--- src/rtl/wmrbp_pkg.sv ---
package wmrbp_pkg;

  // largest number of payload bytes one frame may hold
  localparam int unsigned PAYLOAD_MAX = 128;

  localparam logic [7:0] CH_LF     = 8'h0A;
  localparam logic [7:0] CH_DQUOTE = 8'h22;
  localparam logic [7:0] CH_0      = 8'h30;
  localparam logic [7:0] CH_1      = 8'h31;
  localparam logic [7:0] CH_2      = 8'h32;
  localparam logic [7:0] CH_8      = 8'h38;
  localparam logic [7:0] CH_COLON  = 8'h3A;
  localparam logic [7:0] CH_UC_A   = 8'h41;
  localparam logic [7:0] CH_UC_C   = 8'h43;
  localparam logic [7:0] CH_UC_E   = 8'h45;
  localparam logic [7:0] CH_UC_M   = 8'h4D;
  localparam logic [7:0] CH_UC_Q   = 8'h51;
  localparam logic [7:0] CH_UC_R   = 8'h52;
  localparam logic [7:0] CH_UC_S   = 8'h53;
  localparam logic [7:0] CH_UC_T   = 8'h54;
  localparam logic [7:0] CH_LC_A   = 8'h61;
  localparam logic [7:0] CH_LC_M   = 8'h6D;
  localparam logic [7:0] CH_LC_O   = 8'h6F;
  localparam logic [7:0] CH_LC_P   = 8'h70;
  localparam logic [7:0] CH_LC_R   = 8'h72;
  localparam logic [7:0] CH_LC_S   = 8'h73;
  localparam logic [7:0] CH_LBRACE = 8'h7B;
  localparam logic [7:0] CH_RBRACE = 8'h7D;

  localparam logic [1:0] LINK_EV_NONE = 2'd0;
  localparam logic [1:0] LINK_EV_DOWN = 2'd1;
  localparam logic [1:0] LINK_EV_UP   = 2'd2;

  typedef struct packed {
    logic [7:0] rx_byte;
    logic       frame_ack;
  } in_item_t;

  typedef struct packed {
    logic       payload_valid;
    logic [7:0] payload_byte;
    logic [6:0] payload_index;
    logic       frame_done;
    logic [7:0] frame_length;
    logic       frame_overflow;
    logic [1:0] link_event;
    logic       link_up;
    logic       time_sync_lost;
  } result_t;

  function automatic logic any3(input logic [7:0] c, input logic [7:0] a,
                                input logic [7:0] b, input logic [7:0] d);
    return (c == a) || (c == b) || (c == d);
  endfunction

endpackage

--- src/rtl/wifi_module_reply_byte_parser_core.sv ---
// channel | direction | ports
// --------+-----------+------------------------------------------------
// in      | input     | in_valid, in_stall, in_rx_byte, in_frame_ack
// out     | output    | out_valid, out_stall, out_payload_* .. out_time_sync_lost
//
// one item per cycle sustained while out_stall is low; an item is held first in
// the input register and then in the result register before its result shows.
// the parser state advances as an item moves from the input register to the
// result register. rst_n is synchronous and clears the parse state and the
// valid flags. out_stall holds the result register and, once the input
// register is also full, raises in_stall in the same cycle.
module wifi_module_reply_byte_parser_core (
  input  logic       clk,
  input  logic       rst_n,
  input  logic       in_valid,
  output logic       in_stall,
  input  logic [7:0] in_rx_byte,
  input  logic       in_frame_ack,
  output logic       out_valid,
  input  logic       out_stall,
  output logic       out_payload_valid,
  output logic [7:0] out_payload_byte,
  output logic [6:0] out_payload_index,
  output logic       out_frame_done,
  output logic [7:0] out_frame_length,
  output logic       out_frame_overflow,
  output logic [1:0] out_link_event,
  output logic       out_link_up,
  output logic       out_time_sync_lost
);

  logic                in_valid_r;
  wmrbp_pkg::in_item_t in_item_r;
  logic                out_valid_r;
  wmrbp_pkg::result_t  res_r;
  wmrbp_pkg::result_t  res;
  logic                advance;

  // item moves on when the result register is empty or being taken
  assign advance  = in_valid_r && (!out_valid_r || !out_stall);
  assign in_stall = in_valid_r && out_valid_r && out_stall;

  wmrbp_parser u_parser (
    .clk     (clk),
    .rst_n   (rst_n),
    .step_en (advance),
    .item    (in_item_r),
    .res     (res)
  );

  always_ff @(posedge clk) begin
    if (!rst_n) begin
      in_valid_r  <= 1'b0;
      out_valid_r <= 1'b0;
    end else begin
      if (!in_stall) begin
        in_valid_r <= in_valid;
      end
      if (advance) begin
        out_valid_r <= 1'b1;
      end else if (!out_stall) begin
        out_valid_r <= 1'b0;
      end
    end
  end

  always_ff @(posedge clk) begin
    if (in_valid && !in_stall) begin
      in_item_r.rx_byte   <= in_rx_byte;
      in_item_r.frame_ack <= in_frame_ack;
    end
    if (advance) begin
      res_r <= res;
    end
  end

  assign out_valid          = out_valid_r;
  assign out_payload_valid  = res_r.payload_valid;
  assign out_payload_byte   = res_r.payload_byte;
  assign out_payload_index  = res_r.payload_index;
  assign out_frame_done     = res_r.frame_done;
  assign out_frame_length   = res_r.frame_length;
  assign out_frame_overflow = res_r.frame_overflow;
  assign out_link_event     = res_r.link_event;
  assign out_link_up        = res_r.link_up;
  assign out_time_sync_lost = res_r.time_sync_lost;

endmodule

--- src/rtl/wmrbp_parser.sv ---
module wmrbp_parser (
  input  logic                clk,
  input  logic                rst_n,
  input  logic                step_en,
  input  wmrbp_pkg::in_item_t item,
  output wmrbp_pkg::result_t  res
);

  typedef enum logic [3:0] {
    ST_IDLE     = 4'd0,
    ST_HDR1     = 4'd1,
    ST_HDR2     = 4'd2,
    ST_HDR3     = 4'd3,
    ST_HDR4     = 4'd4,
    ST_HDR5     = 4'd5,
    ST_HDR6     = 4'd6,
    ST_HDR7     = 4'd7,
    ST_HDR8     = 4'd8,
    ST_PAYLOAD  = 4'd9,
    ST_DROP     = 4'd11,
    ST_TE_T     = 4'd12,
    ST_TE_E     = 4'd13,
    ST_TE_COLON = 4'd14,
    ST_TE_DIGIT = 4'd15
  } state_t;

  state_t     state_r, state_nxt;
  logic [7:0] count_r, count_nxt;
  logic       pending_r, pending_nxt;
  logic       link_r, link_nxt;

  logic [7:0] c;
  logic [7:0] count_inc;
  logic       clr;

  assign c         = item.rx_byte;
  assign count_inc = count_r + 8'd1;

  always_comb begin
    state_nxt   = ST_IDLE;
    clr         = 1'b1;
    pending_nxt = pending_r & ~item.frame_ack;
    link_nxt    = link_r;
    count_nxt   = count_r;
    res         = '0;

    unique case (state_r)
      ST_IDLE: begin
        if (wmrbp_pkg::any3(c, wmrbp_pkg::CH_LC_P, wmrbp_pkg::CH_UC_E, wmrbp_pkg::CH_UC_T)) begin
          state_nxt = ST_HDR1;
          clr       = 1'b0;
        end
      end
      ST_HDR1: begin
        // this position waits out mismatches instead of restarting
        state_nxt = ST_HDR1;
        if (wmrbp_pkg::any3(c, wmrbp_pkg::CH_LC_A, wmrbp_pkg::CH_UC_R, wmrbp_pkg::CH_UC_C)) begin
          state_nxt = ST_HDR2;
          clr       = 1'b0;
        end
      end
      ST_HDR2: begin
        if (wmrbp_pkg::any3(c, wmrbp_pkg::CH_LC_R, wmrbp_pkg::CH_UC_R, wmrbp_pkg::CH_UC_M)) begin
          state_nxt = ST_HDR3;
          clr       = 1'b0;
        end
      end
      ST_HDR3: begin
        if (wmrbp_pkg::any3(c, wmrbp_pkg::CH_LC_A, wmrbp_pkg::CH_LC_O, wmrbp_pkg::CH_UC_Q)) begin
          state_nxt = ST_HDR4;
          clr       = 1'b0;
        end
      end
      ST_HDR4: begin
        if (wmrbp_pkg::any3(c, wmrbp_pkg::CH_LC_M, wmrbp_pkg::CH_UC_R, wmrbp_pkg::CH_UC_T)) begin
          state_nxt = ST_HDR5;
          clr       = 1'b0;
        end
      end
      ST_HDR5: begin
        if (wmrbp_pkg::any3(c, wmrbp_pkg::CH_LC_S, wmrbp_pkg::CH_COLON, wmrbp_pkg::CH_UC_T)) begin
          state_nxt = ST_HDR6;
          clr       = 1'b0;
        end
      end
      ST_HDR6: begin
        if (wmrbp_pkg::any3(c, wmrbp_pkg::CH_DQUOTE, wmrbp_pkg::CH_2, wmrbp_pkg::CH_UC_S)) begin
          state_nxt = ST_HDR7;
          clr       = 1'b0;
        end
      end
      ST_HDR7: begin
        if (wmrbp_pkg::any3(c, wmrbp_pkg::CH_COLON, wmrbp_pkg::CH_0, wmrbp_pkg::CH_UC_T)) begin
          state_nxt = ST_HDR8;
          clr       = 1'b0;
        end
      end
      ST_HDR8: begin
        clr = 1'b0;
        if (c == wmrbp_pkg::CH_LBRACE) begin
          state_nxt = ST_PAYLOAD;
        end else if (c == wmrbp_pkg::CH_8) begin
          state_nxt = ST_DROP;
        end else if (c == wmrbp_pkg::CH_UC_A) begin
          state_nxt = ST_TE_T;
        end else begin
          clr = 1'b1;
        end
      end
      ST_PAYLOAD: begin
        if (pending_nxt) begin
          // consumer has not taken the previous frame: drop this one
          pending_nxt = 1'b0;
        end else if (count_r >= 8'(wmrbp_pkg::PAYLOAD_MAX)) begin
          res.frame_overflow = 1'b1;
        end else begin
          res.payload_valid = 1'b1;
          res.payload_byte  = c;
          res.payload_index = count_r[6:0];
          count_nxt         = count_inc;
          if (c == wmrbp_pkg::CH_RBRACE || c == wmrbp_pkg::CH_LF) begin
            pending_nxt      = 1'b1;
            res.frame_done   = 1'b1;
            res.frame_length = count_inc;
          end else begin
            state_nxt = ST_PAYLOAD;
            clr       = 1'b0;
          end
        end
      end
      ST_DROP: begin
        link_nxt           = 1'b0;
        res.time_sync_lost = 1'b1;
      end
      ST_TE_T: begin
        if (c == wmrbp_pkg::CH_UC_T) begin
          state_nxt = ST_TE_E;
          clr       = 1'b0;
        end
      end
      ST_TE_E: begin
        if (c == wmrbp_pkg::CH_UC_E) begin
          state_nxt = ST_TE_COLON;
          clr       = 1'b0;
        end
      end
      ST_TE_COLON: begin
        if (c == wmrbp_pkg::CH_COLON) begin
          state_nxt = ST_TE_DIGIT;
          clr       = 1'b0;
        end
      end
      ST_TE_DIGIT: begin
        if (c == wmrbp_pkg::CH_0) begin
          link_nxt           = 1'b0;
          res.time_sync_lost = 1'b1;
        end else if (c == wmrbp_pkg::CH_1) begin
          link_nxt = 1'b1;
        end
      end
      default: begin
      end
    endcase

    if (clr) begin
      count_nxt = '0;
    end

    if (link_r && !link_nxt) begin
      res.link_event = wmrbp_pkg::LINK_EV_DOWN;
    end else if (!link_r && link_nxt) begin
      res.link_event = wmrbp_pkg::LINK_EV_UP;
    end else begin
      res.link_event = wmrbp_pkg::LINK_EV_NONE;
    end
    res.link_up = link_nxt;
  end

  always_ff @(posedge clk) begin
    if (!rst_n) begin
      state_r   <= ST_IDLE;
      count_r   <= '0;
      pending_r <= 1'b0;
      link_r    <= 1'b0;
    end else if (step_en) begin
      state_r   <= state_nxt;
      count_r   <= count_nxt;
      pending_r <= pending_nxt;
      link_r    <= link_nxt;
    end
  end

endmodule

--- config.mk ---
export PLATFORM = sky130hd
export DESIGN_NAME = wifi_module_reply_byte_parser_core
export DESIGN_NICKNAME = d
export VERILOG_FILES = /design/src/rtl/wmrbp_pkg.sv /design/src/rtl/wifi_module_reply_byte_parser_core.sv /design/src/rtl/wmrbp_parser.sv
export SDC_FILE = /design/constraint.sdc
export NUM_CORES = 1
export LEC_CHECK = 0
export ABC_AREA = 1
export ABC_CLOCK_PERIOD_IN_PS = 4300
export BUFFER_PORTS_ARGS = -buffer_cell sky130_fd_sc_hd__buf_2
export CELL_PAD_IN_SITES_DETAIL_PLACEMENT = 1
export CELL_PAD_IN_SITES_GLOBAL_PLACEMENT = 1
export CORE_ASPECT_RATIO = 0.5
export CORE_MARGIN = 10
export CORE_UTILIZATION = 40
export CTS_BUF_LIST = sky130_fd_sc_hd__clkbuf_8
export DETAILED_ROUTE_END_ITERATION = 10
export PLACE_DENSITY_LB_ADDON = 0.12
export SYNTH_ARGS = -nofsm -noshare
export SYNTH_HDL_FRONTEND = slang
export SYNTH_HIERARCHICAL = 1
export SYNTH_SLANG_ARGS = --single-unit
export TNS_END_PERCENT = 30
--- constraint.sdc ---
create_clock -name clk -period 4.3 [get_ports clk]
set_clock_uncertainty 0.05 [all_clocks]
set_input_delay 0.43 -clock clk [delete_from_list [all_inputs] [get_ports clk]]
set_output_delay 0.43 -clock clk [all_outputs]
set_load 0.01 [all_outputs]
Yosys cells after proc, flatten, opt, wreduce, memory -nomap -nowiden --
Index checks and enable logic that the tools add are counted.
Word-level totals: register bits 55, bits in latches 0, bits in writable memories 0, memory bits (read-only) 0, input bits 13, output and inout port bits 32, logic and storage cells 152, memories 0
Operators by class: add/subtract/negate cells 1, multipliers 0, div/mod/pow operators 0, order comparisons 1, eq/ne operators 40, shift-type cells 0, multiplexer cells 54, bitwise logic cells 4, reduce and logical (&&, ||, !) cells 35
Operator list (number):
- $eq 8x7->1 const B | 16
- $pmux 4 s13 | 1
- $eq 8x6->1 const B | 6
- $mux 4 | 10
- $mux 8 | 4
- $eq 4x4->1 const B | 7
- $mux 1 | 27
- $mux 25 | 1
- $logic_or 1x1->1 | 18
- $eq 4x3->1 const B | 4
- $pmux 1 s13 | 1
- $mux 3 | 4
- $mux 9 | 1
- $add 8x1->8 const B | 1
- $eq 4x2->1 const B | 2
- $eq 8x4->1 const B | 1
- $ge 8x8->1 const B | 1
- $logic_and 1x1->1 | 6
- $mux 2 | 3
- $ne 2x1->1 const B | 3
- $logic_not 1->1 | 5
- $eq 4x1->1 const B | 1
- $logic_not 4->1 | 1
- $pmux 1 s2 | 2
- 7 further kinds | 9

Depth between registers and ports, before layout --
Gate-level depths: netlist (run 1).
depth in word-level cells 8, mapped depth 14

Hierarchy --
Netlist (run 1), hierarchy kept.
By module, submodules not included:
- wmrbp_parser | instances 1, cells each 300, area an instance 1575.3 µm², sequential area each 280.3 µm²
- wifi_module_reply_byte_parser_core | instances 1, cells each 52, area an instance 1266.2 µm², sequential area each 1211.2 µm²

Worst setup path before layout (run 1) --
OpenSTA, ideal clock, no wires.
path type input port to flip-flop, start point input port out_stall, end point register u_parser.count_r[1], setup time 0.117 ns, arrival 3.695 ns, path slack 0.438 ns, stages 6, buffers on the path 0, cells stage by stage a21oi_1 clkinv_1 nor2_2 inv_1 o211ai_1 nor2_1
On the way: word-level cells in the longest chain between the ends 4
RTL lines:
- start, declared | RTL line wifi_module_reply_byte_parser_core.sv:20 | input logic out_stall,
- $logic_not 1->1
- $logic_or 1x1->1 | RTL line wifi_module_reply_byte_parser_core.sv:40 | assign advance = in_valid_r && (!out_valid_r || !out_stall);
- $logic_and 1x1->1 | RTL line wifi_module_reply_byte_parser_core.sv:40
- $reduce_and 4->1 (no source line)
- end signal, assigned | RTL line wmrbp_parser.sv:187 | count_r <= count_nxt;
- end, declared | RTL line wmrbp_parser.sv:28 | logic [7:0] count_r, count_nxt;
Every way passes these cells. A chain may end at the register's enable or synchronous reset.

Worst setup path in the final report (run 1) --
start point register in_item_r[4] (netlist name), end point register u_parser.count_r[1]
On the way: word-level cells in the longest chain between the ends 8, elaborated cells on any way between the ends 62, those cells by class 24 x eq/ne; 19 x mux; 19 x reduce/logical
RTL lines:
- start, declared | RTL line wifi_module_reply_byte_parser_core.sv:33 | wmrbp_pkg::in_item_t in_item_r;
- $eq 8x7->1 / $eq 8x4->1 (equally long branches) | RTL line wmrbp_parser.sv:121 | if (c == wmrbp_pkg::CH_RBRACE || c == wmrbp_pkg::CH_LF) begin
- $logic_or 1x1->1 | RTL line wmrbp_parser.sv:121
- $mux 1 | RTL line wmrbp_parser.sv:121
- $mux 1 | RTL line wmrbp_parser.sv:114 | end else if (count_r >= 8'(wmrbp_pkg::PAYLOAD_MAX)) begin
- $mux 1 | RTL line wmrbp_parser.sv:111 | if (pending_nxt) begin
- $pmux 1 s13 * | RTL line wmrbp_parser.sv:47 | unique case (state_r)
- $ne 2x1->1 (no source line) / $reduce_bool 2->1 (equally long branches)
- $reduce_and 4->1 (no source line)
Mark *: on every way between the ends. The rest lies on a longest branch, timed or not.

==> metrics.yaml, run 1 <==
clocking:
  path_clk_slew_ns: 0.11
  cts_setup_buffers: 0
  clock-root-buffer: "clkbuf_8"
  clockBufferDepth: 2
  cts-buffers-inserted: 5
  cts.sinks: 55
  htree_num_levels: 2
  cts_resized: 0
  insertion_delay_ns: 0.32
  cts_tree: "yes"
  cts_hold_buf: 0
timing:
  slew_headroom_pct: 53.6
  min_period_ns: 2.39
  timing.setup.tns_ns: 0
  hold_viol_final: 0
  max_freq_ghz: 0.418
  rsz0062_at_grt: "false"
  drv_slew: 0
  worst_slew_pin_slew_ns: 0.694
  setup_violations: 0
  final.period_utilization_pct: 55.7
  setup_slack_ns: 1.91
drt:
  vias: 2524
  via_per_inst: 5.11
  wirelength_um: 7880
  final_antenna_net_count: 0
  wl_per_cell_um: 16.0
  drc_errors: 0
  drt-pass1-iter-count: 4
  drtIter0Drc: 144
floorplanning:
  core_region_area_mm2: 0.00678
  dieArea_mm2: 0.0111
  die_y_um: 79.6
  start_util_pct: 41.9
  io_pins: 45
  row_count: 21
  die_x_um: 139
grt:
  grt_pass1_wl_um: 12900
  grt_pass1_vias: 2577
  grt_use_total_pct: 14.1
  gr-total-overflow: 0
  grt_max_degree: 38
  grt_antenna_before_repair: 0
synth:
  yosys-top-cells-area: "edfxtp_1, dfxtp_1, nand2_1"
  ys_types: 28
  syn_avg_cell_area_um2: 8.07
  syn_inst: 352
  synth_area_leader_cell: "edfxtp_1"
  synth_top_area_share_pct: 41.2
  synth_fp_nets: 367
  ys_seq_elements: 55
  synth_area_mm2: 0.00284
  yosys_warnings: 6
  ys_seq_area_share_pct: 52.5
worst_setup_path:
  end_kind: "flop"
  startpoint: "in_item_r[4]$_DFFE_PP_"
  cpPeakStageDelay_ns: 0.45
  crit_top_cell: "nor2_1"
  start_kind: "flop"
  worstPathArrival_ns: 2.57
  rr_worst_depth: 12
  ff2ff_setup_slack_ns: 1.91
  r2r_start: "in_item_r[4]$_DFFE_PP_"
  cp_max_fo: 8
  cp.required_ns: 4.47
  setup.worst_path.class: "flop to flop"
  path_cells: "inv_1 > nand2_1 > nor2_1 > nand2_1 > nand4_1 > nand2_1 > nor2_1 > nand3_2 > nand2_4 > nand2_4 > nor2_1 > nor2_1"
  r2r_end: "u_parser/count_r[1]$_SDFFE_PN0P_"
  critPathSlowestCell: "edfxtp_1"
layout:
  insertedDiodeCount: 0
  final_cell_mix: "nand2_1, nor2_1, inv_1, buf_2, edfxtp_1"
  drive_gt1_share_pct: 18.4
  fin_nets: 416
  fillerInstances: 845
  area_growth_syn_to_layout_pct: 15.8
  final_common_cell: "nand2_1"
worst_hold_path:
  min_to: "in_item_r[0]$_DFFE_PP_"
  hold_path_class: "input pin to flop"
  min-delay-start: "in_frame_ack"
  hold_depth: 1
place:
  io_buffers: 44
  pre_cts_ws_ns: 1.85
  place.gp.congestion: 0.935
  hpwl_um: 6220
power:
  ir_worst_vdd_v: 0.000149
  leakagePower_nw: 1.43
  report.power.total_mw: 1.03
  power.density_mw_per_mm2: 314
run:
  max_cap_violations: 0
outcome:
  outcome: "completed"
-- state kept, by name (all words and copies together) (netlist names) --
signal,count
in_valid_r,1
out_frame_length,8
out_time_sync_lost,1
u_parser/pending_r,1
u_parser/count_r,8
u_parser/state_r,4
out_frame_overflow,1
out_payload_valid,1
out_payload_byte,8
out_frame_done,1
u_parser/link_r,1
out_link_event,2
out_payload_index,7
out_link_up,1
in_item_r,9
out_valid,1
-- worst max-delay path by stage --
stage	to	slack, ns
2_1_floorplan	u_parser/count_r[1]$_SDFFE_PN0P_	0.44
3_3_place_gp	u_parser/count_r[1]$_SDFFE_PN0P_	2.01
3_5_place_dp	u_parser/count_r[1]$_SDFFE_PN0P_	1.85
4_1_cts	u_parser/count_r[1]$_SDFFE_PN0P_	2.00
5_1_grt	u_parser/count_r[1]$_SDFFE_PN0P_	1.73
6_report	u_parser/count_r[1]$_SDFFE_PN0P_	1.91
-- worst max-delay path: cells and delay by family (launching register included) --
family | cells | cell delay (ns)
flip-flops | 1 | 0.45
AND/OR/NAND/NOR | 11 | 1.65
buffers and inverters | 1 | 0.16
-- layer usage --
layer	track usage, %	share of wire (%)	vias to the layer above
li1	-	-	1241
met1	18.2	48	1217
met2	23.2	46	56
met3	3.74	4.9	10
met4	3.52	0.95	0
met5	0	0	-
-- synthesized netlist by cell type (all sizes together) --
| library cell | count |
|---|---|
| nor2 | 83 |
| dfxtp | 16 |
| o22ai | 1 |
| clkbuf | 1 |
| o2111ai | 1 |
| a21oi | 15 |
| clkinv | 1 |
| nand2 | 88 |
| nand3 | 26 |
| a221oi | 1 |
| a21boi | 1 |
| buf | 2 |
| inv | 45 |
| edfxtp | 39 |
| ha | 2 |
| o211ai | 1 |
| o21ai | 8 |
| nand4 | 12 |
| nor3 | 5 |
| xor2 | 4 |
-- cell type report --
cell class | instances | area, um^2 | area share [%]
timing repair buffer | 45 | 228 | 6.92
sequential | 55 | 1490 | 45.3
multi-input combinational | 248 | 1170 | 35.6
clock buffer | 5 | 68.8 | 2.09
clock inverter | 3 | 42.5 | 1.29
tap | 92 | 115 | 3.50
inverter | 46 | 173 | 5.25
-- cells by family (layout without fill, tap and decap cells) --
kind of cell               after synthesis  in the layout  synth area share [%]
AOI/OAI and AO/OA                       28             28                  5.68
adders and majority gates                2              2                 0.881
DFF                                     55             55                  52.5
xor gates and xnor gates                 4              4                  1.23
buffers and inverters                   49             99                  6.65
and+or+nand+nor                        214            214                  33.1
-- report_power, final --
group	leakage, nW	switching, mW	internal, mW
clock network	0.0599	0.179	0.174
logic	0.836	0.0588	0.0250
registers	0.533	0.0125	0.584
-- through the flow --
stage / instance area (um^2) / util [%] / hold slack, ns / instances
after CTS: 3290 / 48.5 / 0.223 / 494
after global routing: 3290 / 48.5 / 0.218 / 494
final: 3290 / 48.5 / 0.228 / 494
after global placement: 3180 / 46.9 / 0.407 / 486
after floorplan: 2840 / - / 0.389 / 352
after detailed placement: 3180 / 46.9 / 0.424 / 486
(Power assumes the default switching activity.)
==> run 2: changes to the inputs <==
ABC_AREA = 0   (was 1)
ABC_CLOCK_PERIOD_IN_PS = 2000   (was 4300)
clock period = 2 ns   (was 4.3 ns; I/O delays follow)
==> run 2 against run 1 <==
Compared with the run above: the flow now finishes with violations (setup timing); utilization rose by 8.1 points; combinational power rose to 3.7 times the previous value; first-iteration DRC count rose by 10%; non-clock buffer count rose by 80; critical path type unchanged; sequential share of layout area fell by 9.8 points; via count rose by 13%; synthesized cell count fell by 11%; hold slack got worse by 0.17 ns; final area rose by 28%.
==> metrics.yaml, run 2 <==
outcome:
  outcome: "finished, violations left"  # was completed
  violations: "setup timing"
power:
  switching_power_mw: 0.605  # was 0.250 mW
  switching_share_pct: 26.7  # was 24.2%
  leakagePower_nw: 1.58  # was 1.43 nW
  seq_power_share_pct: 56.5  # was 57.7%
  ir_worst_vdd_v: 0.000331  # was 0.000149 V
  power.density_mw_per_mm2: 540  # was 314 mW/mm^2
  p_int_mw: 1.66  # was 0.783 mW
  p_clk_share_pct: 29.8  # was 34.1%
  pwr-share-comb_pct: 13.7  # was 8.1%
worst_setup_path:
  worstPathArrival_ns: 2.59  # was 2.57 ns
  cp.required_ns: 2.20  # was 4.47 ns
  end_kind: "flop"  # unchanged
  ff2ff_setup_slack_ns: -0.39  # was 1.91 ns
  r2r_end: "u_parser/count_r[0]$_SDFFE_PN0P_"  # was u_parser/count_r[1]$_SDFFE_PN0P_
  cp_max_fo: 7  # was 8
  start_kind: "flop"  # unchanged
  setup.worst_path.class: "flop to flop"  # unchanged
  rr_worst_depth: 7  # was 12
  r2r_start: "in_item_r[1]$_DFFE_PP_"  # was in_item_r[4]$_DFFE_PP_
clocking:
  clockBufferDepth: 2  # unchanged
  cts.sinks: 55  # unchanged
  insertion_delay_ns: 0.32  # about the same
  path_clk_slew_ns: 0.11  # about the same
  htree_num_levels: 2  # unchanged
  cts_tree: "yes"  # unchanged
  clock-root-buffer: "clkbuf_8"  # unchanged
  cts-buffers-inserted: 5  # unchanged
synth:
  synth_top_area_share_pct: 38.1  # was 41.2%
  synth_fp_nets: 328  # was 367
  synth_enable_flop_cells: 39  # unchanged
  syn_inst: 313  # was 352
  ys_types: 64  # was 28
  synth_area_mm2: 0.00307  # was 0.00284 mm^2
  yosys_warnings: 6  # unchanged
  ys_seq_area_share_pct: 48.6  # was 52.5%
  synth_area_leader_cell: "edfxtp_1"  # unchanged
  ys_seq_elements: 55  # unchanged
  syn_avg_cell_area_um2: 9.81  # was 8.07 um^2
  yosys-top-cells-area: "edfxtp_1, dfxtp_1, nand2_1"  # unchanged
  synth_commonest_cells: "edfxtp_1, nand2_1, nor2_1, dfxtp_1, clkbuf_1"  # was nand2_1, nor2_1, inv_1, edfxtp_1, nand3_1
  async_reset_ff_share_pct: 0  # unchanged
  yosysMostFrequentCell: "edfxtp_1"  # was nand2_1
  ys.flop_type: "edfxtp_1"  # unchanged
layout:
  stdcell_area_mm2: 0.00420  # was 0.00329 mm^2
  final_cell_mix: "buf_4, buf_2, edfxtp_1"  # was nand2_1, nor2_1, inv_1, buf_2, edfxtp_1
  insertedDiodeCount: 0  # unchanged
  largest-register: "in_item_r"  # unchanged
  fillerInstances: 844  # was 845
  drive_gt1_share_pct: 37.3  # was 18.4%
  largest_reg_flops: 9  # unchanged
  area_growth_syn_to_layout_pct: 36.7  # was 15.8%
  final_common_cell: "buf_4"  # was nand2_1
  fin_nets: 440  # was 416
drt:
  drtIter0Drc: 159  # was 144
  drt-pass1-iter-count: 4  # unchanged
  via_per_inst: 5.45  # was 5.11
  wl_per_cell_um: 18.4  # was 16.0 um
  vias: 2845  # was 2524
  wirelength_um: 9590  # was 7880 um
  final_antenna_net_count: 0  # unchanged
  drc_errors: 0  # unchanged
place:
  hpwl_um: 7200  # was 6220 um
  place.gp.congestion: 0.915  # was 0.935
  dpl_cell_area_mm2: 0.00386  # was 0.00318 mm^2
  pre_cts_ws_ns: -0.430  # was 1.85 ns
  io_buffers: 44  # unchanged
run:
  max_cap_violations: 0  # unchanged
floorplanning:
  core_region_area_mm2: 0.00740  # was 0.00678 mm^2
  die_y_um: 82.0  # was 79.6 um
  io_pins: 45  # unchanged
  start_util_pct: 41.5  # was 41.9%
  dieArea_mm2: 0.0118  # was 0.0111 mm^2
  die_x_um: 144  # was 139 um
  row_count: 22  # was 21
timing:
  setup_slack_ns: -0.391  # was 1.91 ns
  slew_headroom_pct: 65.3  # was 53.6%
  timing.setup.tns_ns: -3.75  # was 0 ns
  final.period_utilization_pct: 120  # was 55.7%
  min_period_ns: 2.39  # about the same
  max_freq_ghz: 0.418  # about the same
  setup_violations: 14  # was 0
  drv_slew: 0  # unchanged
  rsz0062_at_grt: "true"  # was false
  worst_slew_pin_slew_ns: 0.520  # was 0.694 ns
  hold_viol_final: 0  # unchanged
grt:
  grt_antenna_before_repair: 0  # unchanged
  grt_pass1_wl_um: 15600  # was 12900 um
  gr-total-overflow: 0  # unchanged
  grt_max_degree: 22  # was 38
  grt_use_total_pct: 16.8  # was 14.1%
  grt_pass1_vias: 3054  # was 2577
worst_hold_path:
  min-delay-start: "in_valid"  # was in_frame_ack
  hold_path_class: "input pin to flop"  # unchanged
  hold_depth: 2  # was 1
  min_to: "in_valid_r$_SDFFE_PN0N_"  # was in_item_r[0]$_DFFE_PP_
==> run 2: worst max-delay path by stage <==
stage,startpoint,endpoint,cells after the start
2_1_floorplan,in_item_r[7]$_DFFE_PP_,u_parser/count_r[1]$_SDFFE_PN0P_,7
3_3_place_gp,in_item_r[4]$_DFFE_PP_,u_parser/count_r[6]$_SDFFE_PN0P_,9
3_5_place_dp,in_item_r[4]$_DFFE_PP_,u_parser/count_r[0]$_SDFFE_PN0P_,9
4_1_cts,in_item_r[1]$_DFFE_PP_,u_parser/count_r[0]$_SDFFE_PN0P_,7
5_1_grt,in_item_r[2]$_DFFE_PP_,u_parser/count_r[0]$_SDFFE_PN0P_,9
6_report,in_item_r[1]$_DFFE_PP_,u_parser/count_r[0]$_SDFFE_PN0P_,7
==> run 2: worst max-delay path, cell delays in order (launching register included) <==
cell       delay [ns]
edfxtp_1         0.54
or4b_4           0.55
a2111oi_4        0.41
o22ai_2          0.14
nor4_4           0.22
buf_4            0.21
o21ai_1          0.07
a21boi_1         0.13
==> run 2: per-stage QoR <==
stage / utilization [%] / total power, mW / cells / hold WS [ns]
global route: 56.7 / 2.36 / 522 / 0.0549
finish: 56.7 / 2.27 / 522 / 0.0601
global placement: 52.1 / 1.57 / 496 / 0.326
floorplan: - / 1.45 / 313 / 0.249
CTS: 55.5 / 2.27 / 517 / 0.00254
detailed placement: 52.1 / 1.58 / 496 / 0.328
==> run 2: kinds of logic after synthesis <==
| group | synth area share [%] |
|---|---|
| and+or+nand+nor | 27.5 |
| AOI/OAI and AO/OA | 16.5 |
| DFF | 48.6 |
| buffers and inverters | 4.44 |
| xor gates and xnor gates | 2.28 |
| adders and majority gates | 0.815 |
==> run 2: timing repair <==
action                                 in CTS  in global routing
setup endpoints to repair                  25                 29
endpoints found under the hold margin       8                  1
pin swaps                                   1                  3
resized for setup                          10                 13
hold buffers                                8                  1
setup buffers                               5                  4
==> run 2: layer usage <==
| metal | track usage [%] | wire length, um |
|---|---|---|
| met5 | 0 | 0 |
| met4 | 3.85 | 76 |
| met1 | 19.7 | 4240 |
| met3 | 3.91 | 527 |
| met2 | 30.8 | 4750 |
==> run 2: layout make-up <==
| cell class | instances | area [um^2] | share of cell area [%] |
|---|---|---|---|
| clock buffer | 5 | 68.8 | 1.64 |
| tap | 96 | 120 | 2.86 |
| clock inverter | 3 | 22.5 | 0.537 |
| timing repair buffer | 125 | 855 | 20.4 |
| inverter | 13 | 53.8 | 1.28 |
| multi-input combinational | 225 | 1590 | 37.8 |
| sequential | 55 | 1490 | 35.5 |
==> run 2: power by group through the flow <==
stage               clock (mW)  sequential, mW  combinational [mW]
floorplan                    0            1.32               0.130
global placement             0            1.31               0.261
detailed placement           0            1.31               0.268
CTS                      0.685            1.28               0.300
global route             0.735            1.29               0.338
finish                   0.676            1.28               0.311
